==> config.mk <==
export PLATFORM = sky130hd
export DESIGN_NAME = json_subset_stream_parser
export DESIGN_NICKNAME = d
export VERILOG_FILES = /design/src/rtl/jssp_pkg.sv /design/src/rtl/jssp_front.sv /design/src/rtl/jssp_queue.sv /design/src/rtl/jssp_back.sv /design/src/rtl/json_subset_stream_parser.sv
export SDC_FILE = /design/constraint.sdc
export NUM_CORES = 1
export LEC_CHECK = 0
export ABC_AREA = 1
export BUFFER_PORTS_ARGS = -buffer_cell sky130_fd_sc_hd__buf_2
export CAP_MARGIN = 20
export CORE_MARGIN = 4
export CORE_UTILIZATION = 63
export CTS_CLUSTER_DIAMETER = 120
export DETAILED_ROUTE_END_ITERATION = 10
export GPL_TIMING_DRIVEN = 0
export PLACE_DENSITY = 0.9
export SLEW_MARGIN = 20
export SYNTH_ARGS = -nofsm -noshare
export SYNTH_HDL_FRONTEND = slang
export SYNTH_HIERARCHICAL = 1
export SYNTH_SLANG_ARGS = --single-unit
export TNS_END_PERCENT = 10
==> constraint.sdc <==
create_clock -name clock -period 8.79 [get_ports clock]
set_input_delay 2.637 -clock clock [delete_from_list [all_inputs] [get_ports clock]]
set_output_delay 2.637 -clock clock [all_outputs]
set_load 0.05 [all_outputs]
==> src/rtl/jssp_pkg.sv <==
`timescale 1ns / 1ps
package jssp_pkg;

   // Characters that steer the parser
   localparam logic [7:0] CH_QUOTE  = 8'h22;
   localparam logic [7:0] CH_RBRACE = 8'h7D;
   localparam logic [7:0] CH_COLON  = 8'h3A;
   localparam logic [7:0] CH_LBRACE = 8'h7B;
   localparam logic [7:0] CH_LBRACK = 8'h5B;
   localparam logic [7:0] CH_RBRACK = 8'h5D;
   localparam logic [7:0] CH_COMMA  = 8'h2C;
   localparam logic [7:0] CH_ZERO   = 8'd48;
   localparam logic [7:0] CH_NINE   = 8'd57;

   // Event queue between parser and output side
   localparam int QDEPTH = 4;
   localparam int QAW    = 2;

   // Per-level parse state
   typedef enum logic [2:0] {
      LS_START  = 3'd0,
      LS_KEY    = 3'd1,
      LS_COLON  = 3'd2,
      LS_CHOOSE = 3'd3,
      LS_STRING = 3'd4,
      LS_NUMBER = 3'd5,
      LS_ARRAY  = 3'd6,
      LS_NEXT   = 3'd7
   } ls_type;

   // Event codes
   typedef enum logic [3:0] {
      EV_KEY_CHAR  = 4'd0,
      EV_KEY_DONE  = 4'd1,
      EV_STR_CHAR  = 4'd2,
      EV_STR_DONE  = 4'd3,
      EV_NUMBER    = 4'd4,
      EV_ELEMENT   = 4'd5,
      EV_OBJ_OPEN  = 4'd6,
      EV_OBJ_CLOSE = 4'd7,
      EV_DOC_CLOSE = 4'd8,
      EV_OVERFLOW  = 4'd9,
      EV_DOC_OPEN  = 4'd10
   } ev_code_type;

   // One event; code in the lowest bits, then the output tdata fields from the lowest bit up
   typedef struct packed {
      logic [4:0]  len;
      logic [15:0] idx;
      logic [31:0] num;
      logic [7:0]  chr;
      logic [2:0]  depth;
      ev_code_type code;
   } ev_type;

   // All events of one byte: a full first event and an optional structural second one
   typedef struct packed {
      logic        two;
      ev_code_type ev1_code;
      logic [2:0]  ev1_depth;
      ev_type      ev0;
   } entry_type;

   // Queue status seen by both sides
   typedef struct packed {
      logic empty;
      logic full;
   } qstat_type;

   // Low three bits of a level number
   function automatic logic [2:0] dep3(input logic [15:0] v);
      return v[2:0];
   endfunction

endpackage

==> src/rtl/jssp_front.sv <==
`timescale 1ns / 1ps
module jssp_front #(
   parameter int MAX_DEPTH = 5,
   parameter int MAX_TEXT  = 32
) (
   input  logic               clock,
   input  logic               reset,
   input  logic               req_tvalid,
   output logic               req_tready,
   input  logic [7:0]         req_tdata,
   input  jssp_pkg::qstat_type q_stat,
   output logic               push,
   output jssp_pkg::entry_type push_entry
);
   import jssp_pkg::*;

   localparam int LW = (MAX_DEPTH > 1) ? $clog2(MAX_DEPTH) : 1;
   localparam int TW = $clog2(MAX_TEXT);

   logic              in_doc_ff, in_doc_in;
   logic [LW-1:0]     lvl_ff, lvl_in;
   ls_type            ls_ff [MAX_DEPTH];
   logic [15:0]       pos_ff [MAX_DEPTH];
   logic [31:0]       acc_ff, acc_in;
   logic [TW-1:0]     kpos_ff, kpos_in;
   logic [TW-1:0]     spos_ff, spos_in;

   logic [LW-1:0]     lv, lv_up;
   ls_type            cur, ls_new;
   logic [15:0]       pos_cur, pos_new;
   logic              open_wr;
   logic [7:0]        c;
   logic              is_dig;
   logic [31:0]       acc10, dig;
   logic              end_obj, new_obj;
   logic              a_vld, b_vld;
   ev_type            ev_a;
   ev_code_type       b_code;
   logic [2:0]        b_depth;
   logic              accept;

   assign req_tready = !q_stat.full;
   assign accept     = req_tvalid && req_tready;

   assign c       = req_tdata;
   assign lv      = lvl_ff;
   assign lv_up   = LW'(16'(lv) + 16'd1);
   assign cur     = ls_ff[lv];
   assign pos_cur = pos_ff[lv];
   assign is_dig  = (c >= CH_ZERO) && (c <= CH_NINE);
   assign dig     = 32'(c - CH_ZERO);
   assign acc10   = (acc_ff << 3) + (acc_ff << 1);

   // Classify the byte against the current level state
   always_comb begin
      in_doc_in = in_doc_ff;
      lvl_in    = lvl_ff;
      ls_new    = cur;
      pos_new   = pos_cur;
      acc_in    = acc_ff;
      kpos_in   = kpos_ff;
      spos_in   = spos_ff;
      open_wr   = 1'b0;
      end_obj   = 1'b0;
      new_obj   = 1'b0;
      a_vld     = 1'b0;
      ev_a      = '0;
      b_vld     = 1'b0;
      b_code    = EV_DOC_CLOSE;
      b_depth   = '0;
      if (!in_doc_ff) begin
         if (c == CH_LBRACE) begin
            in_doc_in = 1'b1;
            lvl_in    = '0;
            a_vld     = 1'b1;
            ev_a.code = EV_DOC_OPEN;
         end
      end else begin
         unique case (cur)
            LS_START: begin
               if (c == CH_QUOTE) begin
                  ls_new  = LS_KEY;
                  kpos_in = '0;
               end else if (c == CH_RBRACE) begin
                  end_obj = 1'b1;
               end
            end
            LS_KEY: begin
               if (c == CH_QUOTE) begin
                  a_vld      = 1'b1;
                  ev_a.code  = EV_KEY_DONE;
                  ev_a.depth = dep3(16'(lv));
                  ev_a.len   = 5'(8'(kpos_ff));
                  ls_new     = LS_COLON;
               end else if (kpos_ff < TW'(MAX_TEXT - 1)) begin
                  kpos_in    = kpos_ff + 1'b1;
                  a_vld      = 1'b1;
                  ev_a.code  = EV_KEY_CHAR;
                  ev_a.depth = dep3(16'(lv));
                  ev_a.chr   = c;
               end
            end
            LS_COLON: begin
               if (c == CH_COLON) ls_new = LS_CHOOSE;
            end
            LS_CHOOSE: begin
               if (c == CH_LBRACE) begin
                  ls_new  = LS_NEXT;
                  new_obj = 1'b1;
               end else if (c == CH_QUOTE) begin
                  ls_new  = LS_STRING;
                  spos_in = '0;
               end else if (c == CH_LBRACK) begin
                  ls_new  = LS_ARRAY;
                  pos_new = '0;
                  acc_in  = '0;
               end else if (is_dig) begin
                  ls_new = LS_NUMBER;
                  acc_in = dig;
               end
            end
            LS_STRING: begin
               if (c == CH_QUOTE) begin
                  a_vld      = 1'b1;
                  ev_a.code  = EV_STR_DONE;
                  ev_a.depth = dep3(16'(lv));
                  ev_a.len   = 5'(8'(spos_ff));
                  ls_new     = LS_NEXT;
               end else if (spos_ff < TW'(MAX_TEXT - 1)) begin
                  spos_in    = spos_ff + 1'b1;
                  a_vld      = 1'b1;
                  ev_a.code  = EV_STR_CHAR;
                  ev_a.depth = dep3(16'(lv));
                  ev_a.chr   = c;
               end
            end
            LS_NUMBER: begin
               if (c == CH_COMMA || c == CH_RBRACE) begin
                  a_vld      = 1'b1;
                  ev_a.code  = EV_NUMBER;
                  ev_a.depth = dep3(16'(lv));
                  ev_a.num   = acc_ff;
                  ls_new     = LS_START;
                  end_obj    = (c == CH_RBRACE);
               end else if (is_dig) begin
                  acc_in = acc10 + dig;
               end
            end
            LS_ARRAY: begin
               if (c == CH_RBRACK || c == CH_COMMA) begin
                  a_vld      = 1'b1;
                  ev_a.code  = EV_ELEMENT;
                  ev_a.depth = dep3(16'(lv));
                  ev_a.num   = acc_ff;
                  ev_a.idx   = pos_cur;
                  if (c == CH_RBRACK) begin
                     ls_new = LS_NEXT;
                  end else begin
                     pos_new = pos_cur + 16'd1;
                     acc_in  = '0;
                  end
               end else if (is_dig) begin
                  acc_in = acc10 + dig;
               end
            end
            LS_NEXT: begin
               if (c == CH_COMMA) begin
                  ls_new = LS_START;
               end else if (c == CH_RBRACE) begin
                  ls_new  = LS_START;
                  end_obj = 1'b1;
               end
            end
         endcase

         // Close or open an object after the level step
         if (end_obj) begin
            b_vld = 1'b1;
            if (lv == '0) begin
               in_doc_in = 1'b0;
               b_code    = EV_DOC_CLOSE;
            end else begin
               b_code  = EV_OBJ_CLOSE;
               b_depth = dep3(16'(lv));
               lvl_in  = lv - 1'b1;
            end
         end else if (new_obj) begin
            b_vld = 1'b1;
            if (16'(lv) >= 16'(MAX_DEPTH - 1)) begin
               b_code  = EV_OVERFLOW;
               b_depth = dep3(16'(lv));
            end else begin
               b_code  = EV_OBJ_OPEN;
               b_depth = dep3(16'(lv) + 16'd1);
               lvl_in  = lv_up;
               open_wr = 1'b1;
            end
         end
      end
   end

   // Pack the byte's events into one queue entry
   always_comb begin
      push_entry = '0;
      if (a_vld) begin
         push_entry.ev0       = ev_a;
         push_entry.two       = b_vld;
         push_entry.ev1_code  = b_code;
         push_entry.ev1_depth = b_depth;
      end else begin
         push_entry.ev0.code  = b_code;
         push_entry.ev0.depth = b_depth;
         push_entry.ev1_code  = b_code;
      end
   end

   assign push = accept && (a_vld || b_vld);

   // Update the parse state on each accepted byte
   always_ff @(posedge clock) begin
      if (reset) begin
         in_doc_ff <= 1'b0;
         lvl_ff    <= '0;
         acc_ff    <= '0;
         kpos_ff   <= '0;
         spos_ff   <= '0;
         for (int i = 0; i < MAX_DEPTH; i++) begin
            ls_ff[i]  <= LS_START;
            pos_ff[i] <= '0;
         end
      end else if (accept) begin
         in_doc_ff <= in_doc_in;
         lvl_ff    <= lvl_in;
         acc_ff    <= acc_in;
         kpos_ff   <= kpos_in;
         spos_ff   <= spos_in;
         pos_ff[lv] <= pos_new;
         if (!in_doc_ff) begin
            if (c == CH_LBRACE) ls_ff[0] <= LS_START;
         end else begin
            ls_ff[lv] <= ls_new;
            if (open_wr) ls_ff[lv_up] <= LS_START;
         end
      end
   end

endmodule

==> src/rtl/jssp_queue.sv <==
`timescale 1ns / 1ps
module jssp_queue (
   input  logic                clock,
   input  logic                reset,
   input  logic                push,
   input  jssp_pkg::entry_type push_entry,
   input  logic                pop,
   output jssp_pkg::entry_type head,
   output jssp_pkg::qstat_type q_stat
);
   import jssp_pkg::*;

   entry_type      mem_ff [QDEPTH];
   logic [QAW-1:0] wr_ff, rd_ff;
   logic [QAW:0]   cnt_ff;
   logic           do_push, do_pop;

   assign q_stat.empty = (cnt_ff == '0);
   assign q_stat.full  = (cnt_ff == (QAW + 1)'(QDEPTH));
   assign do_push      = push && !q_stat.full;
   assign do_pop       = pop && !q_stat.empty;
   assign head         = mem_ff[rd_ff];

   // Store the entry at the write pointer
   always_ff @(posedge clock) begin
      if (do_push) mem_ff[wr_ff] <= push_entry;
   end

   // Advance pointers and occupancy
   always_ff @(posedge clock) begin
      if (reset) begin
         wr_ff  <= '0;
         rd_ff  <= '0;
         cnt_ff <= '0;
      end else begin
         if (do_push) wr_ff <= wr_ff + 1'b1;
         if (do_pop)  rd_ff <= rd_ff + 1'b1;
         if (do_push && !do_pop)      cnt_ff <= cnt_ff + 1'b1;
         else if (do_pop && !do_push) cnt_ff <= cnt_ff - 1'b1;
      end
   end

endmodule

==> src/rtl/jssp_back.sv <==
`timescale 1ns / 1ps
module jssp_back (
   input  logic                clock,
   input  logic                reset,
   input  jssp_pkg::entry_type head,
   input  jssp_pkg::qstat_type q_stat,
   output logic                pop,
   output logic                rsp_tvalid,
   input  logic                rsp_tready,
   output logic [63:0]         rsp_tdata,
   output logic [3:0]          rsp_tuser,
   output logic                rsp_tlast
);
   import jssp_pkg::*;

   logic        vld_ff, vld_in;
   logic        last_ff, last_in;
   ev_type      ev_ff, ev_in;
   logic        sec_ff, sec_in;
   ev_code_type sec_code_ff, sec_code_in;
   logic [2:0]  sec_depth_ff, sec_depth_in;
   logic        load_ok;

   assign load_ok = !vld_ff || rsp_tready;

   // Pick the next event: pending second event first, then the queue head
   always_comb begin
      vld_in       = vld_ff;
      last_in      = last_ff;
      ev_in        = ev_ff;
      sec_in       = sec_ff;
      sec_code_in  = sec_code_ff;
      sec_depth_in = sec_depth_ff;
      pop          = 1'b0;
      if (load_ok) begin
         if (sec_ff) begin
            vld_in      = 1'b1;
            last_in     = 1'b1;
            ev_in       = '0;
            ev_in.code  = sec_code_ff;
            ev_in.depth = sec_depth_ff;
            sec_in      = 1'b0;
         end else if (!q_stat.empty) begin
            pop          = 1'b1;
            vld_in       = 1'b1;
            last_in      = !head.two;
            ev_in        = head.ev0;
            sec_in       = head.two;
            sec_code_in  = head.ev1_code;
            sec_depth_in = head.ev1_depth;
         end else begin
            vld_in = 1'b0;
         end
      end
   end

   // Hold the output transfer until taken
   always_ff @(posedge clock) begin
      if (reset) begin
         vld_ff <= 1'b0;
         sec_ff <= 1'b0;
      end else begin
         vld_ff <= vld_in;
         sec_ff <= sec_in;
      end
   end

   always_ff @(posedge clock) begin
      last_ff      <= last_in;
      ev_ff        <= ev_in;
      sec_code_ff  <= sec_code_in;
      sec_depth_ff <= sec_depth_in;
   end

   assign rsp_tvalid = vld_ff;
   assign rsp_tdata  = {ev_ff.len, ev_ff.idx, ev_ff.num, ev_ff.chr, ev_ff.depth};
   assign rsp_tuser  = ev_ff.code;
   assign rsp_tlast  = last_ff;

endmodule

==> src/rtl/json_subset_stream_parser.sv <==
`timescale 1ns / 1ps
// A byte's first event goes through the event queue and the output register to rsp.
// Throughput: one byte per cycle unless the event queue is full; one event leaves
// per cycle unless rsp stalls; a byte with two events needs a further transfer, absorbed
// by the four-entry event queue. The parser state is updated on each accepted byte, so
// consecutive bytes need no gap. Reset (synchronous, active high) returns the parser
// to idle at level zero and empties the queue and output register.
module json_subset_stream_parser #(
   parameter int MAX_DEPTH = 5,
   parameter int MAX_TEXT  = 32
) (
   input  logic        clock,
   input  logic        reset,
   input  logic        req_tvalid,
   output logic        req_tready,
   input  logic [7:0]  req_tdata,   // [7:0] byte_in
   output logic        rsp_tvalid,
   input  logic        rsp_tready,
   // [2:0] depth, [10:3] char_value, [42:11] number_value,
   // [58:43] element_index, [63:59] text_length
   output logic [63:0] rsp_tdata,
   output logic [3:0]  rsp_tuser,   // [3:0] event_res
   output logic        rsp_tlast    // last
);
   import jssp_pkg::*;

   logic      push, pop;
   entry_type push_entry, head;
   qstat_type q_stat;

   // Parse bytes and classify them into events
   jssp_front #(
      .MAX_DEPTH (MAX_DEPTH),
      .MAX_TEXT  (MAX_TEXT)
   ) u_front (
      .clock      (clock),
      .reset      (reset),
      .req_tvalid (req_tvalid),
      .req_tready (req_tready),
      .req_tdata  (req_tdata),
      .q_stat     (q_stat),
      .push       (push),
      .push_entry (push_entry)
   );

   // Buffer event groups between the two sides
   jssp_queue u_queue (
      .clock      (clock),
      .reset      (reset),
      .push       (push),
      .push_entry (push_entry),
      .pop        (pop),
      .head       (head),
      .q_stat     (q_stat)
   );

   // Send events out one per transfer
   jssp_back u_back (
      .clock      (clock),
      .reset      (reset),
      .head       (head),
      .q_stat     (q_stat),
      .pop        (pop),
      .rsp_tvalid (rsp_tvalid),
      .rsp_tready (rsp_tready),
      .rsp_tdata  (rsp_tdata),
      .rsp_tuser  (rsp_tuser),
      .rsp_tlast  (rsp_tlast)
   );

endmodule
# Yosys cells after proc, flatten, opt, wreduce, memory -nomap -nowiden
# Memories as Yosys holds them, arrays and structs flattened. A register that Yosys moved wholly into a read port is not among the register bits.
# Index checks and enable logic that the tools add are counted.
[op_classes]
n_eq_ne = 29
reduce_logical = 34
n_lt_le_gt_ge = 5
n_addsub = 12
bitwise = 3
n_mux = 151
[ops]
columns = ["cell", "n"]
rows = [
  ["$mux 32", 9],
  ["$mux 16", 8],
  ["$mux 64", 2],
  ["$mux 3", 36],
  ["$pmux 32 s3", 1],
  ["$mux 68", 1],
  ["$add 32x32->32", 2],
  ["$pmux 32 s2", 1],
  ["$mux 1", 56],
  ["$mux 48", 1],
  ["$mux 7", 6],
  ["$mux 5", 8],
  ["$eq 8x7->1 const B", 4],
  ["$pmux 16 s2", 1],
  ["$mux 15", 2],
  ["$pmux 5 s2", 3],
  ["$mux 4", 7],
  ["$pmux 7 s4", 1],
  ["$eq 8x6->1 const B", 3],
  ["$pmux 3 s8", 1],
  ["$add 16x1->16 const B", 1],
  ["$mux 8", 2],
  ["$pmux 8 s2", 1],
  ["$reduce_or 16->1", 1],
  ["other kinds (34)", 76],
]
[word_totals]
memories = 3
mem_bits_rw = 399
input_bits = 12
word_cells = 256
regBits = 131
out_inout_bits = 71
[memory_table]
columns = ["name", "words", "width", "rd", "rd_ports_with_merged_regs", "wr", "line_no", "source"]
rows = [
  ["u_queue.mem_ff", 4, 76, 1, 1, 1, "jssp_queue.sv:13", "entry_type mem_ff [QDEPTH];"],
  ["u_front.pos_ff", 5, 16, 1, 1, 5, "jssp_front.sv:23", "logic [15:0] pos_ff [MAX_DEPTH];"],
  ["u_front.ls_ff", 5, 3, 1, 1, 5, "jssp_front.sv:22", "ls_type ls_ff [MAX_DEPTH];"],
]

# Longest topological paths before layout
[logic_depth]
depth_word = 14
mapped_depth = 28
ltp_nobuf = 27

# Hierarchy
# Netlist, hierarchy kept.
[modules_own_cells]
columns = ["module", "n_inst", "area_per_inst_um2", "cells_each", "seq_area_each_um2"]
rows = [
  ["jssp_front", 1, 14392.6, 2084, 5305.1],
  ["jssp_queue", 1, 11883.9, 805, 9308.9],
  ["jssp_back", 1, 2977.9, 244, 2322.2],
]

# Worst setup path after synthesis
# No wires, ideal clock.
[synth_path]
path_type = "in2reg"
from = "input port req_tdata[4]"
to = "memory u_queue/mem_ff[0][0] in the netlist's numbering (enable)"
stages = 16
slack_ns = 0.919
setup_ns = 0.511
t_arrival_ns = 7.360
path_cell_list = "inv_1 -> ha_1 -> nand2_1 -> nor2_1 -> nor2_1 -> inv_1 -> nand3_1 -> o21ai_1 -> nor2_1 -> nand2_2 -> nand2_2 -> nand2_2 -> o21bai_1 -> inv_1 -> nand2_1 -> nor2_1"
[synth_between]
elab_chain_cells = 12
elab_cells_between_ends = 30
[synth_lines]
columns = ["item", "line_no", "source"]
rows = [
  ["from (decl)", "json_subset_stream_parser.sv:16", "input logic [7:0] req_tdata,"],
  ["$eq 8x7->1 (tied with other cells)", "--", ""],
  ["$mux 1 (tied with other cells)", "jssp_front.sv:84, jssp_front.sv:169", ""],
  ["$mux 1 (on tied branches)", "--", ""],
  ["$pmux 1 s3 or $mux 1 (tied branches)", "jssp_front.sv:79, jssp_front.sv:71", ""],
  ["$mux 1 (on tied branches)", "jssp_front.sv:71, jssp_front.sv:187", ""],
  ["$mux 1", "jssp_front.sv:177", "if (end_obj) begin"],
  ["$mux 1", "jssp_front.sv:71", "if (!in_doc_ff) begin"],
  ["$logic_or 1x1->1 (*)", "jssp_front.sv:217", "assign push = accept && (a_vld || b_vld);"],
  ["$logic_and 1x1->1 (*)", "jssp_front.sv:217", ""],
  ["via push", "json_subset_stream_parser.sv:27", "logic push, pop;"],
  ["$logic_and 1x1->1 (*)", "jssp_queue.sv:20", "assign do_push = push && !q_stat.full;"],
  ["$mux 1 (*)", "jssp_queue.sv:26", "if (do_push) mem_ff[wr_ff] <= push_entry;"],
  ["$mux 1 (implied by the code) (*)", "jssp_queue.sv:26", ""],
  ["to (decl)", "jssp_queue.sv:13", ""],
]
# The timed path passes the listed nets; every way through them passes the cells marked *. The select of a mux whose other input is x is not followed.

# Worst setup path after layout
[layout_path]
from = "input port req_tdata[4]"
to = "memory u_queue/mem_ff[0][33] in the netlist's numbering (enable)"
# Same word-level chain as after synthesis.

==> results by group <==
Status
  – Run status: finished, final reports clean

Clocking
  – Number of levels in the clock H-tree: 2
  – Clock insertion delay at the later pin of the skew report: ~0.62 ns
  – Post-cts resize count: 0
  – Number of buffers inserted by post-CTS setup repair: 0
  – Clock slew at reported path FFs: roughly 0.060 ns
  – TritonCTS clock tree: done
  – Max Buffers Root-to-Sink: 3
  – Clock net sink count: just under 600
  – Number of buffers inserted during clock tree synthesis: 56
  – Number of buffers added to fix hold violations after cts: 0
  – Clock Tree Root: clkbuf_16

Synth
  – Post-Synthesis Cell Area: 0.0293 mm²
  – Cells after Synth: around 3.1k
  – Cell accounting for the most synthesized area: edfxtp_1
  – Basic-gate share of the synthesized area counting and, or, nand and nor cells: 0.198
  – Adder-cell share of the synthesized area: 0.0398
  – Yosys reg bits: 592
  – Xor and xnor fraction of the mapped netlist area: 0.00778
  – Synthesized area divided by synthesized cell count: roughly 9.3 µm²
  – Dominant combinational cell family by area after synthesis: simple AND/OR/NAND/NOR gates
  – Area share of the leading cell type in the synthesized netlist: 0.521
  – Synth top area cells: edfxtp_1, nand2_1, nor2_1
  – Post-Synthesis Net Count: approximately 3.2k
  – Number of distinct library cell variants in the gate-level netlist after synthesis: 49
  – Multiplexer share of the synthesized area: 0
  – Area fraction in compound gates after synthesis: 0.0993
  – Fraction of the yosys area taken by sequential cells: 0.579
  – Yosys warning count: 6

Die
  – I/O Pins: 83
  – Vertical die dimension: around 220 µm
  – Core area: approximately 0.046 mm²
  – Die Footprint: between 0.04 and 0.05 mm²
  – Die Span X: around 220 µm
  – Starting Density: 0.641
  – Site Rows: between 70 and 80

STA
  – Period utilization: 0.706
  – Min cycle time layout: between 6 and 7 ns
  – Final count of negative-setup-slack endpoints: 0
  – Worst Clk Skew: ~0.029 ns
  – Pins Over Slew Limit: 0
  – Slew margin rel.: 0.314
  – Final-layout setup total negative slack: 0 ns
  – Transition time at the pin with the least slew margin: between 1 and 1.5 ns
  – RSZ-0062 raised after global routing: no
  – Count of endpoints failing hold in the final timing report: 0
  – Maximum frequency from static timing analysis: 0.161 GHz

Critical path
  – Register-to-register setup slack: ~4.4 ns
  – Data required time at the worst endpoint: 9.08 ns
  – Max stage delay cell, worst path: nor2_1
  – Delay of the slowest cell on the worst path: roughly 0.63 ns
  – Kind of capture point of the worst setup path: register
  – Cells along the critical path: buf_2 > inv_1 > ha_1 > nand2_1 > nor2_1 > nor2_1 > inv_1 > nand3_1 > o21ai_1 > nor2_1 > nand2_2 > nand2_2 > nand2_2 > o21bai_1 > inv_1 > nand2_1 > nor2_4 > buf_12 > buf_12
  – Worst path arrival time: between 6 and 7 ns
  – Crit-path max FO: 24
  – Worst Setup Start Kind: primary input
  – CP Class: in -> reg

GRT
  – Wire length of the first global-routing pass: around 130000 µm
  – Total global-route track usage: 0.329
  – Largest net degree at the start of global routing: 56
  – Number of global-route vias before repair: 23.7k
  – Global route overflow: 0
  – Initial antenna violation count: 1

Final layout
  – Layout cells sized above 1: 0.107
  – Register area: approximately 0.017 mm²
  – Final cell count without fillers: a little under 4k
  – Multi-input logic area: 0.0102 mm²
  – Number of nets at the end of the flow: approximately 3.4k
  – Filler cells: 2936
  – Relative area change from synthesis to final layout: 11.6%

Min path
  – Worst min-delay path class: reg -> reg

Routing
  – Number of vias per cell after detailed routing: about 6.3
  – Antenna-violating nets left: 0
  – First-pass iteration count of the detailed router: 8
  – Post-Route WL: about 85000 µm
  – Routed wire per std cell: about 21 µm
  – Vias: roughly 25k
  – Remaining routing DRC violations: 0
  – Starting DRC count in detailed routing: approximately 4.3k

Pwr
  – Leakage dissipation: about 13 nW
  – Maximum VDD drop: around 0.00025 V
  – Power density cells: around 180 mW/mm²

Placed design
  – Number of cells in the design after placement: 3831
  – Input/output buffers: 82
  – Final HPWL DP: between 50000 and 60000 µm
  – Final Wtd Congestion: 0.975

Flow run
  – Count of maximum capacitance violations: 0
-- registers in the layout (all words and copies together), names as in the netlist, 4 cells and up, named ones only --
| name | flops |
|---|---|
| u_queue/mem_ff | 304 |
| u_front/pos_ff | 128 |
| u_back/rsp_tdata | 64 |
| u_front/acc_ff | 32 |
| u_front/ls_ff | 24 |
| u_front/kpos_ff | 5 |
| u_front/spos_ff | 5 |
| u_back/rsp_tuser | 4 |
| u_back/sec_code_ff | 4 |
-- layer usage --
layer	routed length (µm)	part of all wire	global-route usage	vias to the layer above
met5	0	0	0	-
met4	4550	0.054	0.161	0
met3	10700	0.13	0.0708	399
met2	40300	0.48	0.543	2186
met1	29100	0.34	0.416	11300
li1	-	-	-	10800
-- through the flow --
| stage | area (µm²) | worst slack (ns) | hold WS [ns] | util | total power, mW |
|---|---|---|---|---|---|
| floorplan | 29300 | 0.919 | 0.443 | - | 3.51 |
| global placement | 30400 | -2.20 | 0.455 | 0.666 | 3.65 |
| detailed placement | 30800 | 2.19 | 0.455 | 0.675 | 3.67 |
| CTS | 32600 | 2.78 | 0.465 | 0.715 | 6.02 |
| global route | 32600 | 2.53 | 0.482 | 0.715 | 6.21 |
| finish | 32600 | 2.58 | 0.463 | 0.715 | 6.02 |
-- area by class of cell --
cell class / instances / share of cell area
Multi-Input combinational cell: 2034 / 0.311
Tap cell: 600 / 0.0230
Clock buffer: 72 / 0.0470
Clock inverter: 34 / 0.00824
Inverter: 379 / 0.0439
Timing Repair Buffer: 98 / 0.0237
Buffer: 128 / 0.0241
Antenna cell: 1 / 0.0000767
Sequential cell: 592 / 0.519
-- report_power, final --
part / switching (mW) / internal (mW) / total, mW
Sequential: 0.0168 / 3.08 / 3.10
Clock: 1.06 / 1.33 / 2.38
Combinational: 0.416 / 0.125 / 0.541
-- placed cells by master (no fill, tap or decap), types with 16 or more instances in the layout --
| cell | count |
|---|---|
| a21oi_1 | 137 |
| buf_2 | 122 |
| buf_4 | 18 |
| clkbuf_1 | 54 |
| clkbuf_16 | 59 |
| dfxtp_1 | 84 |
| edfxtp_1 | 508 |
| fa_1 | 30 |
| ha_1 | 45 |
| inv_1 | 357 |
| nand2_1 | 577 |
| nand3_1 | 160 |
| nand4_1 | 16 |
| nor2_1 | 527 |
| nor2_2 | 23 |
| nor3_1 | 48 |
| o21ai_0 | 245 |
| o21ai_1 | 20 |
| o22ai_1 | 90 |
-- cell families after synthesis --
| kind of cell | after synthesis |
|---|---|
| AO/OA/AOI/OAI | 532 |
| XOR/XNOR | 26 |
| buffers and inverters | 507 |
| flip-flops | 592 |
| adder cells (fa/ha/maj) | 75 |
| AND/OR/NAND/NOR | 1401 |
-- Yosys cell counts, drive strengths merged --
cell / number
o211ai: 7
dfxtp: 84
o31ai: 1
o21bai: 4
nor2: 561
o21a: 1
a22o: 1
fa: 30
clkinv: 5
buf: 79
nand4: 16
o21ai: 267
ha: 45
a32o: 1
xor2: 15
nand2: 595
or2: 1
nand3: 165
a31oi: 5
a211oi: 2
inv: 374
edfxtp: 508
xnor2: 11
a21o: 7
a21oi: 141
o22ai: 95
nor3: 53
clkbuf: 49
nand3b: 4
and2: 6
-- critical path: cells and delay by family --
family / cells / cell delay (ns)
AOI/OAI and AO/OA: 2 / 0.28
adders and majority gates: 1 / 0.23
and+or+nand+nor: 10 / 2.16
buffers and inverters: 6 / 1.17
-- worst paths after layout --
path / cells past startpoint / start / endpoint
max reg2reg: 19 / register / u_queue/mem_ff[0][33]$_DFFE_PP_
max: 19 / req_tdata[4] / u_queue/mem_ff[0][33]$_DFFE_PP_
min reg2reg: 2 / u_front/ls_ff[0][0]$_SDFFE_PP0P_ / u_front/ls_ff[0][0]$_SDFFE_PP0P_
min: 2 / u_front/ls_ff[0][0]$_SDFFE_PP0P_ / u_front/ls_ff[0][0]$_SDFFE_PP0P_
(Power assumes the default switching activity.)
